`src/design/ipdal_pkg.sv`:
```
package ipdal_pkg;

    localparam int CFG_DATA_W = 16;
    localparam int CFG_IDX_W  = 3;
    localparam int BOOST_W    = 10;
    localparam int IN_W       = 18;
    localparam int OUT_W      = 17;

    // register indexes
    typedef enum logic [CFG_IDX_W-1:0] {
        REG_KP_GAIN         = 3'd0,
        REG_KD_GAIN         = 3'd1,
        REG_JUMP_LIMIT      = 3'd2,
        REG_BOOST_THRESHOLD = 3'd3,
        REG_BOOST_FACTOR    = 3'd4,
        REG_DEADBAND        = 3'd5,
        REG_OUTPUT_LIMIT    = 3'd6
    } reg_idx_t;

    localparam logic [15:0]        RST_KP_GAIN         = 16'd3932;
    localparam logic [15:0]        RST_KD_GAIN         = 16'd131;
    localparam logic [15:0]        RST_JUMP_LIMIT      = 16'd2560;
    localparam logic [15:0]        RST_BOOST_THRESHOLD = 16'd512;
    localparam logic [BOOST_W-1:0] RST_BOOST_FACTOR    = 10'd333;
    localparam logic [15:0]        RST_DEADBAND        = 16'd51;
    localparam logic [15:0]        RST_OUTPUT_LIMIT    = 16'd21760;

    // unity in Q2.8
    localparam logic [BOOST_W-1:0] BOOST_ONE = 10'd256;

    typedef struct packed {
        logic [15:0]        kp_gain;
        logic [15:0]        kd_gain;
        logic [15:0]        jump_limit;
        logic [15:0]        boost_threshold;
        logic [BOOST_W-1:0] boost_factor;
        logic [15:0]        deadband;
        logic [15:0]        output_limit;
    } cfg_t;

    typedef enum logic [2:0] {
        ALU_NOP,
        ALU_LOAD,
        ALU_SELECT,
        ALU_WRAP,
        ALU_CLASS,
        ALU_ACC_D,
        ALU_ACC_P,
        ALU_SAT
    } alu_op_t;

    typedef enum logic [1:0] {
        MUL_NONE,
        MUL_KD_BOOST,
        MUL_KB_DIFF,
        MUL_KP_ERR
    } mul_sel_t;

    typedef struct packed {
        alu_op_t  alu;
        mul_sel_t mul;
    } ctrl_t;

endpackage

```
`src/design/incremental_pd_angle_loop_top.sv`:
```
// Incremental PD angle loop.
// Input channel: in_valid / in_ready carry one measured_angle request (signed,
// 1/2^ANGLE_FRAC_BITS degree). Output channel: out_valid / out_ready carry
// drive_angle and filtered_error, one result per request.
// Configuration: write cfg_data to register cfg_index when cfg_we is high;
// indexes 0..6 are kp_gain, kd_gain, jump_limit, boost_threshold,
// boost_factor, deadband, output_limit. Write only while idle.
// Timing: a microcoded sequencer steps through a nine-word program around a
// single shared 28 x (F+10) multiplier, one word per cycle except where it
// holds for a request or for the output register. A new request is taken only
// after the last step of the program for the previous one has run.
// The result sits in an output register, so the next request is taken while
// it waits; if the receiver is still stalling when the next result is due,
// the sequencer holds on its last step until out_ready.
// Reset clears the error history and the drive accumulator and loads the
// registers with their defaults; in_ready is high straight after reset.
module incremental_pd_angle_loop_top
#(
    parameter int ANGLE_FRAC_BITS = 8
)
(
    input  logic                                  clk,
    input  logic                                  rst_n,
    input  logic                                  cfg_we,
    input  logic [ipdal_pkg::CFG_IDX_W-1:0]       cfg_index,
    input  logic [ipdal_pkg::CFG_DATA_W-1:0]      cfg_data,
    input  logic                                  in_valid,
    output logic                                  in_ready,
    input  logic signed [ipdal_pkg::IN_W-1:0]     measured_angle,
    output logic                                  out_valid,
    input  logic                                  out_ready,
    output logic signed [ipdal_pkg::OUT_W-1:0]    drive_angle,
    output logic signed [ipdal_pkg::OUT_W-1:0]    filtered_error
);
    import ipdal_pkg::*;

    cfg_t  cfg;
    ctrl_t ctrl;

    ipdal_cfg u_cfg
    (
        .clk       (clk),
        .rst_n     (rst_n),
        .cfg_we    (cfg_we),
        .cfg_index (cfg_index),
        .cfg_data  (cfg_data),
        .cfg       (cfg)
    );

    ipdal_seq u_seq
    (
        .clk       (clk),
        .rst_n     (rst_n),
        .in_valid  (in_valid),
        .in_ready  (in_ready),
        .out_valid (out_valid),
        .out_ready (out_ready),
        .ctrl      (ctrl)
    );

    ipdal_dp
    #(
        .ANGLE_FRAC_BITS (ANGLE_FRAC_BITS)
    )
    u_dp
    (
        .clk            (clk),
        .rst_n          (rst_n),
        .ctrl           (ctrl),
        .cfg            (cfg),
        .measured_angle (measured_angle),
        .drive_angle    (drive_angle),
        .filtered_error (filtered_error)
    );

endmodule

```
`src/design/ipdal_cfg.sv`:
```
module ipdal_cfg
(
    input  logic                               clk,
    input  logic                               rst_n,
    input  logic                               cfg_we,
    input  logic [ipdal_pkg::CFG_IDX_W-1:0]    cfg_index,
    input  logic [ipdal_pkg::CFG_DATA_W-1:0]   cfg_data,
    output ipdal_pkg::cfg_t                    cfg
);
    import ipdal_pkg::*;

    cfg_t cfg_reg;
    cfg_t cfg_next;

    always_comb
    begin
        cfg_next = cfg_reg;
        if (cfg_we)
        begin
            case (cfg_index)
                REG_KP_GAIN:         cfg_next.kp_gain         = cfg_data;
                REG_KD_GAIN:         cfg_next.kd_gain         = cfg_data;
                REG_JUMP_LIMIT:      cfg_next.jump_limit      = cfg_data;
                REG_BOOST_THRESHOLD: cfg_next.boost_threshold = cfg_data;
                REG_BOOST_FACTOR:    cfg_next.boost_factor    = cfg_data[BOOST_W-1:0];
                REG_DEADBAND:        cfg_next.deadband        = cfg_data;
                REG_OUTPUT_LIMIT:    cfg_next.output_limit    = cfg_data;
                default:             cfg_next = cfg_reg;
            endcase
        end
    end

    always_ff @(posedge clk or negedge rst_n)
    begin
        if (!rst_n)
        begin
            cfg_reg.kp_gain         <= RST_KP_GAIN;
            cfg_reg.kd_gain         <= RST_KD_GAIN;
            cfg_reg.jump_limit      <= RST_JUMP_LIMIT;
            cfg_reg.boost_threshold <= RST_BOOST_THRESHOLD;
            cfg_reg.boost_factor    <= RST_BOOST_FACTOR;
            cfg_reg.deadband        <= RST_DEADBAND;
            cfg_reg.output_limit    <= RST_OUTPUT_LIMIT;
        end
        else
        begin
            cfg_reg <= cfg_next;
        end
    end

    assign cfg = cfg_reg;

endmodule

```
`src/design/ipdal_seq.sv`:
```
module ipdal_seq
(
    input  logic             clk,
    input  logic             rst_n,
    input  logic             in_valid,
    output logic             in_ready,
    output logic             out_valid,
    input  logic             out_ready,
    output ipdal_pkg::ctrl_t ctrl
);
    import ipdal_pkg::*;

    localparam int NSTEP  = 9;
    localparam int STEP_W = $clog2(NSTEP);

    typedef enum logic [1:0] {
        COND_NEXT,
        COND_REQ,
        COND_OUT
    } cond_t;

    typedef struct packed {
        alu_op_t           alu;
        mul_sel_t          mul;
        cond_t             cond;
        logic [STEP_W-1:0] target;
    } uword_t;

    function automatic uword_t rom(input logic [STEP_W-1:0] addr);
        uword_t w;
        case (addr)
            STEP_W'(0): w = '{ALU_LOAD,   MUL_NONE,     COND_REQ,  STEP_W'(1)};
            STEP_W'(1): w = '{ALU_SELECT, MUL_NONE,     COND_NEXT, STEP_W'(2)};
            STEP_W'(2): w = '{ALU_WRAP,   MUL_NONE,     COND_NEXT, STEP_W'(3)};
            STEP_W'(3): w = '{ALU_CLASS,  MUL_NONE,     COND_NEXT, STEP_W'(4)};
            STEP_W'(4): w = '{ALU_NOP,    MUL_KD_BOOST, COND_NEXT, STEP_W'(5)};
            STEP_W'(5): w = '{ALU_NOP,    MUL_KB_DIFF,  COND_NEXT, STEP_W'(6)};
            STEP_W'(6): w = '{ALU_ACC_D,  MUL_KP_ERR,   COND_NEXT, STEP_W'(7)};
            STEP_W'(7): w = '{ALU_ACC_P,  MUL_NONE,     COND_NEXT, STEP_W'(8)};
            STEP_W'(8): w = '{ALU_SAT,    MUL_NONE,     COND_OUT,  STEP_W'(0)};
            default:    w = '{ALU_NOP,    MUL_NONE,     COND_NEXT, STEP_W'(0)};
        endcase
        return w;
    endfunction

    logic [STEP_W-1:0] step_reg;
    logic [STEP_W-1:0] step_next;
    logic              out_valid_reg;
    logic              out_valid_next;
    uword_t            word;
    logic              hold;

    assign word = rom(step_reg);

    // wait for a request, or for the output register to free up
    assign hold = ((word.cond == COND_REQ) && !in_valid)
               || ((word.cond == COND_OUT) && out_valid_reg && !out_ready);

    always_comb
    begin
        if (hold)
        begin
            ctrl      = '{ALU_NOP, MUL_NONE};
            step_next = step_reg;
        end
        else
        begin
            ctrl      = '{word.alu, word.mul};
            step_next = word.target;
        end

        if (ctrl.alu == ALU_SAT)
            out_valid_next = 1'b1;
        else if (out_ready)
            out_valid_next = 1'b0;
        else
            out_valid_next = out_valid_reg;
    end

    always_ff @(posedge clk or negedge rst_n)
    begin
        if (!rst_n)
        begin
            step_reg      <= '0;
            out_valid_reg <= 1'b0;
        end
        else
        begin
            step_reg      <= step_next;
            out_valid_reg <= out_valid_next;
        end
    end

    assign in_ready  = (word.cond == COND_REQ);
    assign out_valid = out_valid_reg;

endmodule

```
`src/design/ipdal_dp.sv`:
```
module ipdal_dp
#(
    parameter int ANGLE_FRAC_BITS = 8
)
(
    input  logic                                  clk,
    input  logic                                  rst_n,
    input  ipdal_pkg::ctrl_t                      ctrl,
    input  ipdal_pkg::cfg_t                       cfg,
    input  logic signed [ipdal_pkg::IN_W-1:0]     measured_angle,
    output logic signed [ipdal_pkg::OUT_W-1:0]    drive_angle,
    output logic signed [ipdal_pkg::OUT_W-1:0]    filtered_error
);
    import ipdal_pkg::*;

    localparam int F  = ANGLE_FRAC_BITS;
    localparam int EW = F + 9;                          // wrapped error
    localparam int VW = (F + 11 > IN_W + 1) ? F + 11 : IN_W + 1;
    localparam int DW = F + 10;                         // multiplier B operand
    localparam int PW = DW + 28;                        // product
    localparam int AW = F + 17;                         // accumulator
    localparam int SW = ((F + 17 > 2 * F + 12) ? F + 17 : 2 * F + 12) + 2;

    localparam logic signed [VW-1:0] FULL     = VW'(360) << F;
    localparam logic signed [VW-1:0] HALF     = VW'(180) << F;
    localparam logic signed [VW-1:0] NEG_FULL = -FULL;
    localparam logic signed [VW-1:0] NEG_HALF = -HALF;

    logic signed [VW-1:0]    v_reg, v_next;
    logic signed [VW-1:0]    err_reg, err_next;
    logic signed [EW-1:0]    cur_reg, cur_next;
    logic signed [EW-1:0]    prev_reg, prev_next;
    logic [BOOST_W-1:0]      boost_reg, boost_next;
    logic signed [PW-1:0]    prod_reg, prod_next;
    logic signed [SW-1:0]    sum_reg, sum_next;
    logic signed [AW-1:0]    acc_reg, acc_next;
    logic signed [OUT_W-1:0] drive_reg, drive_next;
    logic signed [OUT_W-1:0] ferr_reg, ferr_next;

    logic signed [VW-1:0]    v_in;
    logic signed [VW-1:0]    diff;
    logic [VW-1:0]           diff_mag;
    logic [VW-1:0]           err_mag;
    logic [26:0]             mul_a;
    logic signed [DW-1:0]    mul_b;
    logic signed [SW-1:0]    lim_pos;
    logic signed [SW-1:0]    lim_neg;
    logic signed [SW-1:0]    sat;

    // shared multiplier, operand A unsigned
    always_comb
    begin
        case (ctrl.mul)
            MUL_KD_BOOST:
            begin
                mul_a = 27'(cfg.kd_gain);
                mul_b = DW'({1'b0, boost_reg});
            end
            MUL_KB_DIFF:
            begin
                mul_a = prod_reg[26:0];
                mul_b = DW'(cur_reg) - DW'(prev_reg);
            end
            MUL_KP_ERR:
            begin
                mul_a = 27'(cfg.kp_gain);
                mul_b = DW'(cur_reg);
            end
            default:
            begin
                mul_a = '0;
                mul_b = '0;
            end
        endcase
    end

    assign v_in     = VW'(measured_angle);
    assign diff     = v_reg - VW'(cur_reg);
    assign diff_mag = diff[VW-1] ? VW'(-diff) : VW'(diff);
    assign err_mag  = err_reg[VW-1] ? VW'(-err_reg) : VW'(err_reg);
    assign lim_pos  = SW'({1'b0, cfg.output_limit}) << F;
    assign lim_neg  = -lim_pos;

    always_comb
    begin
        if (sum_reg > lim_pos)
            sat = lim_pos;
        else if (sum_reg < lim_neg)
            sat = lim_neg;
        else
            sat = sum_reg;
    end

    always_comb
    begin
        v_next     = v_reg;
        err_next   = err_reg;
        cur_next   = cur_reg;
        prev_next  = prev_reg;
        boost_next = boost_reg;
        sum_next   = sum_reg;
        acc_next   = acc_reg;
        drive_next = drive_reg;
        ferr_next  = ferr_reg;
        prod_next  = prod_reg;

        if (ctrl.mul != MUL_NONE)
            prod_next = $signed({1'b0, mul_a}) * mul_b;

        case (ctrl.alu)
            ALU_LOAD:
            begin
                if (v_in > FULL)
                    v_next = FULL;
                else if (v_in < NEG_FULL)
                    v_next = NEG_FULL;
                else
                    v_next = v_in;
                prev_next = cur_reg;
            end
            ALU_SELECT:
            begin
                // jump rejection: hold the last error
                if (diff_mag > VW'(cfg.jump_limit))
                    err_next = VW'(cur_reg);
                else
                    err_next = v_reg;
            end
            ALU_WRAP:
            begin
                if (err_reg > HALF)
                    err_next = err_reg - FULL;
                else if (err_reg < NEG_HALF)
                    err_next = err_reg + FULL;
                else
                    err_next = err_reg;
            end
            ALU_CLASS:
            begin
                boost_next = (err_mag > VW'(cfg.boost_threshold)) ? cfg.boost_factor
                                                                   : BOOST_ONE;
                if (err_mag < VW'(cfg.deadband))
                    cur_next = '0;
                else
                    cur_next = EW'(err_reg);
            end
            ALU_ACC_D:
            begin
                sum_next = SW'(acc_reg) + SW'(prod_reg >>> (24 - F));
            end
            ALU_ACC_P:
            begin
                sum_next = sum_reg + SW'(prod_reg >>> (16 - F));
            end
            ALU_SAT:
            begin
                acc_next   = AW'(sat);
                drive_next = OUT_W'(sat >>> F);
                ferr_next  = OUT_W'(cur_reg);
            end
            default:
            begin
                v_next = v_reg;
            end
        endcase
    end

    always_ff @(posedge clk or negedge rst_n)
    begin
        if (!rst_n)
        begin
            cur_reg  <= '0;
            prev_reg <= '0;
            acc_reg  <= '0;
        end
        else
        begin
            cur_reg  <= cur_next;
            prev_reg <= prev_next;
            acc_reg  <= acc_next;
        end
    end

    always_ff @(posedge clk)
    begin
        v_reg     <= v_next;
        err_reg   <= err_next;
        boost_reg <= boost_next;
        prod_reg  <= prod_next;
        sum_reg   <= sum_next;
        drive_reg <= drive_next;
        ferr_reg  <= ferr_next;
    end

    assign drive_angle    = drive_reg;
    assign filtered_error = ferr_reg;

endmodule
```
`config.mk`:
```
export PLATFORM = sky130hd
export DESIGN_NAME = incremental_pd_angle_loop_top
export DESIGN_NICKNAME = d
export VERILOG_FILES = /design/src/design/ipdal_pkg.sv /design/src/design/incremental_pd_angle_loop_top.sv /design/src/design/ipdal_cfg.sv /design/src/design/ipdal_seq.sv /design/src/design/ipdal_dp.sv
export SDC_FILE = /design/constraint.sdc
export NUM_CORES = 2
export LEC_CHECK = 0
export ABC_CLOCK_PERIOD_IN_PS = 11800
export BUFFER_PORTS_ARGS = -buffer_cell sky130_fd_sc_hd__buf_2
export CORE_MARGIN = 4
export CORE_UTILIZATION = 30
export DETAILED_ROUTE_END_ITERATION = 7
export PLACE_DENSITY = 0.47
export RECOVER_POWER = 25
export SLEW_MARGIN = 20
export SYNTH_ARGS = -nofsm -noshare
export SYNTH_HDL_FRONTEND = slang
export SYNTH_HIERARCHICAL = 1
export SYNTH_SLANG_ARGS = --single-unit
```
`constraint.sdc`:
```
create_clock -name clk -period 11.8 [get_ports clk]
set_clock_uncertainty 0.05 [all_clocks]
set_input_delay 2.36 -clock clk [delete_from_list [all_inputs] [get_ports clk]]
set_output_delay 2.36 -clock clk [all_outputs]
set_load 0.005 [all_outputs]
```
; ---- Word-level counts from Yosys, hierarchy flattened
; Memories as Yosys holds them, arrays and structs flattened.
; Cells that the tools add are included.
[totals]
reg_bits = 328
latch_bits = 0
ramBits = 0
mem_bits_ro = 176
in_bits = 42
out_inout_bits = 36
elab_cells = 95
memories = 1
[mem_list]
columns = memory, depth, width, read_ports, rd_clocked_by_memory_dff, wr, line_no
row1 = (name not given), 16, 11, 1, 0, 0, ipdal_seq.sv:31  ; case (addr)
[classes]
n_addsub = 9
multipliers = 1
div = 0
magnitude_cmp = 9
eq_ne = 19
n_shift = 0
muxes = 16
bitwise_logic = 0
n_reduce_logical = 20
[op_table]
columns = cell, count
row1 = two-way mux 19 bit, 6
row2 = one-hot mux 27 bit (3 select lines), 1
row3 = one-hot mux 30 bit (2 select lines), 1
row4 = one-hot mux 18 bit (3 select lines), 1
row5 = two-way mux 25 bit, 2
row6 = multiplier 28 x 18 -> 46 bit, 1
row7 = > comparator 19 x 16 -> 1 bit, 2
row8 = negator 19 bit, 2
row9 = one-hot mux 19 bit (2 select lines), 1
row10 = adder 25 x 30 -> 30 bit, 1
row11 = adder 30 bit, 1
row12 = > comparator 30 x 25 -> 1 bit, 1
row13 = less-than comparator 30 bit, 1
row14 = negator 24 -> 30 bit, 1
row15 = "== test 3 bit, second input constant", 7
row16 = "adder 19 x 18 -> 19 bit, second input constant", 1
row17 = "> comparator 19 x 17 -> 1 bit, second input constant", 1
row18 = less-than comparator 19 x 16 -> 1 bit, 1
row19 = "less-than comparator 19 x 17 -> 1 bit, second input constant", 1
row20 = subtractor 19 x 17 -> 19 bit, 1
row21 = "subtractor 19 x 18 -> 19 bit, second input constant", 1
row22 = "> comparator 18 bit, second input constant", 1
row23 = "less-than comparator 18 bit, second input constant", 1
row24 = subtractor 17 x 17 -> 18 bit, 1
row25 = other kinds (15), 36

; ---- Longest topological paths before layout
; An unclocked memory read counts as a cell.
[depth]
word_depth = 9
mapped_depth = 40
ltp_nobuf = 39

; ---- Cells and area by module
; Netlist, hierarchy kept.
[by_module_without_submodules]
columns = module, instances, cells_each, area_each_um2, seq_area_each_um2
row1 = ipdal_dp, 1, 3676, 32451.1, 6190.9
row2 = ipdal_cfg, 1, 232, 4113.9, 2686.3
row3 = ipdal_seq, 1, 46, 431.7, 125.1

; ---- Worst setup path before layout
; OpenSTA, ideal clock, no wires.
[synth_timing]
path_type = register -> register
start = reg u_seq.step_reg[3]
end = reg u_dp.prod_reg[43], data pin
arrival_time_ps = 9038
required_time_ps = 11492
setup_slack_ps = 2454
stages_incl_launch_ff = 32
path_buffers = 5
period_less_slack_ps = 9346
path_cell_list = dfrtp_1 -> buf_4 -> nor3b_1 -> clkbuf_1 -> buf_1 -> clkbuf_1 -> nor2_1 -> inv_1 -> and2_1 -> clkbuf_1 -> nand2_1 -> fa_1 -> inv_1 -> fa_1 -> fa_1 -> fa_1 -> fa_1 -> inv_1 -> fa_1 -> inv_1 -> ha_1 -> a21o_1 -> a21o_1 -> a21oi_1 -> o221ai_1 -> or3_1 -> a211o_1 -> a221oi_2 -> o21ai_1 -> a31o_2 -> a21oi_1 -> xnor2_1
[synth_rtl]
columns = element, line_no
row1 = from (decl), ipdal_seq.sv:46  ; logic [STEP_W-1:0] step_reg;
row2 = from (signal assigned), ipdal_seq.sv:89  ; step_reg <= step_next;
row3 = to (signal assigned), ipdal_dp.sv:189  ; prod_reg <= prod_next;
row4 = to (decl), ipdal_dp.sv:34  ; logic signed [PW-1:0] prod_reg, prod_next;

; ---- Worst setup path in the final report
[layout_timing]
start = reg u_dp.cur_reg[0]
end = reg u_dp.prod_reg[40], data pin
[layout_between]
elab_chain_cells = 3
[layout_lines]
columns = element, line_no
row1 = from (decl), ipdal_dp.sv:31  ; logic signed [EW-1:0] cur_reg, cur_next;
row2 = from (signal assigned), ipdal_dp.sv:178  ; cur_reg <= cur_next;
row3 = subtractor 17 x 17 -> 18 bit, ipdal_dp.sv:62  ; mul_b = DW'(cur_reg) - DW'(prev_reg);
row4 = one-hot mux 18 bit (3 select lines) (*), ipdal_dp.sv:53  ; case (ctrl.mul)
row5 = multiplier 28 x 18 -> 46 bit (*), ipdal_dp.sv:108  ; prod_next = $signed({1'b0, mul_a}) * mul_b;
; Every way passes the cells marked *; elsewhere a longest branch is shown, timed or not.
; A chain may end at the register's enable or synchronous reset.

==> flow_summary.ini <==
[status]
status = finished with violations
violations = max-capacitance violations, max-slew violations

[synthesis]
synth_top_family_by_area = adder cells
synthMuxAreaShare_pct = 4.95
ys_warn_count = 6
synthAdderAreaFrac_pct = 33.5
ys_types = 99
yosysSeqAreaShare_pct = 24.3
synth_area_um2 = 37000
synth-compound-area-share_pct = 11.9
syn_nets = 4744
async_reset_ff_share_pct = 52.0
synth-edff-count = 157
ys.flop_type = edfxtp_1
synth_xor_area_share_pct = 3.72
synthSimpleGateAreaFrac_pct = 13.6
synth_cells = 3954
ys_seq_elements = 327
syn_avg_cell_area_um2 = 9.36

[setup_path]
path_class = reg2reg
crit_fanout = 15
cp-end-kind = flip-flop
crit_path_max_incr_delay_ps = 790
crit_top_cell = fa_1
cp.arrival_ps = 10820
required_ps = 12070
cp-start-kind = flip-flop
critPathSlowestCell = a221oi_1

[timing]
fmax_ghz = 0.0947
setup_slack_ps = 1240
period_share_pct = 89.5
worstMarginPinSlew_ps = 6210
whs_ps = 440
tns_ps = 0
period_needed_ps = 10560
rsz0062_at_grt = false
setup_viol = 0
hold_viol_final = 0
maxSlewViolCount = 107
slew_headroom_pct = -314

[clock_network]
cts_tree = yes
post_cts_buffers = 0
cts_max_path_buffers = 3
clkTransAtPathRegs_ps = 70
clock_tree.root_cell = clkbuf_16
numCtsBuffers = 39
h-tree-depth = 2
clock_latency_ps = 580
postCtsHoldBufs = 0
cts_resized = 0
cts.sinks = 327

[final_layout]
nets = 4794
final_cell_mix = inv_1 (615), nand2_1 (502), fa_1 (405), ha_1 (343), nor2_1 (282)
multi_input_area_um2 = 25000
finalInstanceArea_um2 = 40700
fill_cells = 12700
layout_commonest_cell = inv_1
drive_above_1_share_pct = 9.76
largest_register_ffs = 106
seq_area_um2 = 9000
area_growth_pct = 10.0

[drt]
drtPass1Iterations = 6
drt-wirelength-per-cell_um = 21.3
drc = 0
viasPerCell = 4.98
drt_iter0_drc = 1981
vias = 28200
ant_nets = 0
routed_wl_um = 121000

[global_route]
grt-ovfl-total = 0
grtUsageTotal_pct = 18.5
antenna_found_initial = 7
grt_pass1_wl_um = 184000
grt_max_degree = 107
grt_pass1_vias = 28800

[placement]
pre_cts_slack_ps = 1360
hpwl_um = 96800
portBuffers = 77
postPlaceCellArea_um2 = 39500
gp_congestion = 0.915

[hold_path]
holdCritPathClass = reg2reg

[floorplan]
io_pins = 78
fp.dieW_um = 359
initial_utilization_pct = 30.3
core_um2 = 122000
die_area_um2 = 129000
die_h_um = 359
row_count = 128

[run]
max_cap_violations = 1
path summary, 6_finish.rpt:
path / end / slack (ps) / cells past startpoint / from
max reg2reg: u_dp/prod_reg[40]$_DFFE_PP_ / 1240 / 38 / u_dp/cur_reg[0]$_DFFE_PN0N_
max in group asynchronous: u_dp/acc_reg[8]$_DFFE_PN0N_ / 4160 / 1 / rst_n
min: u_dp/acc_reg[7]$_DFFE_PN0N_ / 440 / 2 / u_dp/acc_reg[7]$_DFFE_PN0N_
min in group asynchronous: u_dp/cur_reg[7]$_DFFE_PN0N_ / 4040 / 1 / rst_n
min reg2reg: u_dp/acc_reg[7]$_DFFE_PN0N_ / 440 / 2 / u_dp/acc_reg[7]$_DFFE_PN0N_
max: u_dp/prod_reg[40]$_DFFE_PP_ / 1240 / 38 / u_dp/cur_reg[0]$_DFFE_PN0N_
Yosys cell counts (all sizes together) (5+ instances only):
library cell | number | area [um2]
a22oi | 13 | 97.6
a2111oi | 5 | 50.0
and3 | 14 | 87.6
a31o | 7 | 61.3
nand2b | 30 | 195
nand2 | 502 | 1880
inv | 619 | 2320
dfrtp | 143 | 3580
and2 | 51 | 319
mux2 | 123 | 1420
nand3 | 56 | 280
edfxtp | 157 | 4710
a211oi | 17 | 133
or4 | 5 | 37.5
or3 | 15 | 100
o21a | 38 | 285
xnor2 | 117 | 1020
o211ai | 11 | 82.6
a21oi | 173 | 870
a221o | 5 | 50.1
a22o | 28 | 245
nand4b | 7 | 80.1
dfstp | 27 | 709
o21bai | 16 | 120
fa | 405 | 8110
o21ai | 164 | 821
nor2b | 49 | 307
o31ai | 18 | 140
nor2 | 284 | 1070
o22ai | 5 | 31.3
a221oi | 6 | 58.8
mux2i | 41 | 410
ha | 343 | 4290
nor4 | 13 | 87.6
clkbuf | 120 | 452
a21o | 95 | 714
nand4 | 22 | 138
a32oi | 10 | 87.6
xor2 | 40 | 350
a31oi | 18 | 113
a211o | 6 | 52.6
buf | 29 | 185
nor3 | 35 | 180
or2 | 9 | 56.3
per-layer routing:
layer / wire length [um] / GRT usage [%] / up-vias
met4: 2800 / 4.03 / 0
li1: - / - / 13200
met2: 56700 / 30.8 / 707
met3: 5210 / 1.66 / 118
met1: 56100 / 26.1 / 14200
met5: 0 / 0 / -
through the flow:
step | std cells | utilization [%]
3_3_place_gp | 5588 | 32.3
4_1_cts | 5660 | 33.4
6_report | 5661 | 33.3
2_1_floorplan | 3954 | -
5_1_grt | 5660 | 33.3
3_5_place_dp | 5588 | 32.3
layout make-up:
type | instances | area share (%)
inverters | 619 | 5.71
multi-input cells | 2859 | 61.5
clock buffers | 46 | 2.54
clock inverters | 26 | 0.864
well taps | 1625 | 4.99
diodes | 1 | 0.00615
repair buffers | 158 | 2.29
flip-flops and latches | 327 | 22.1
kinds of logic after synthesis:
| logic type | count (synthesis) |
|---|---|
| and+or+nand+nor | 1115 |
| adders and majority gates | 748 |
| buffers and inverters | 768 |
| AOI/OAI and AO/OA | 675 |
| DFF | 327 |
| xor gates and xnor gates | 157 |
| muxes | 164 |
worst max-delay path, delay by kind of cell (launching register included):
| family | cells | cell delay, ps |
|---|---|---|
| and+or+nand+nor | 5 | 1180 |
| AOI/OAI and AO/OA | 15 | 3790 |
| xor gates and xnor gates | 2 | 220 |
| DFF | 1 | 460 |
| adders and majority gates | 9 | 3830 |
| buffers and inverters | 7 | 740 |
Power is left out: the tool's default activity adds up to more than one toggle a clock period on the data nets, which glitch-free logic cannot reach.
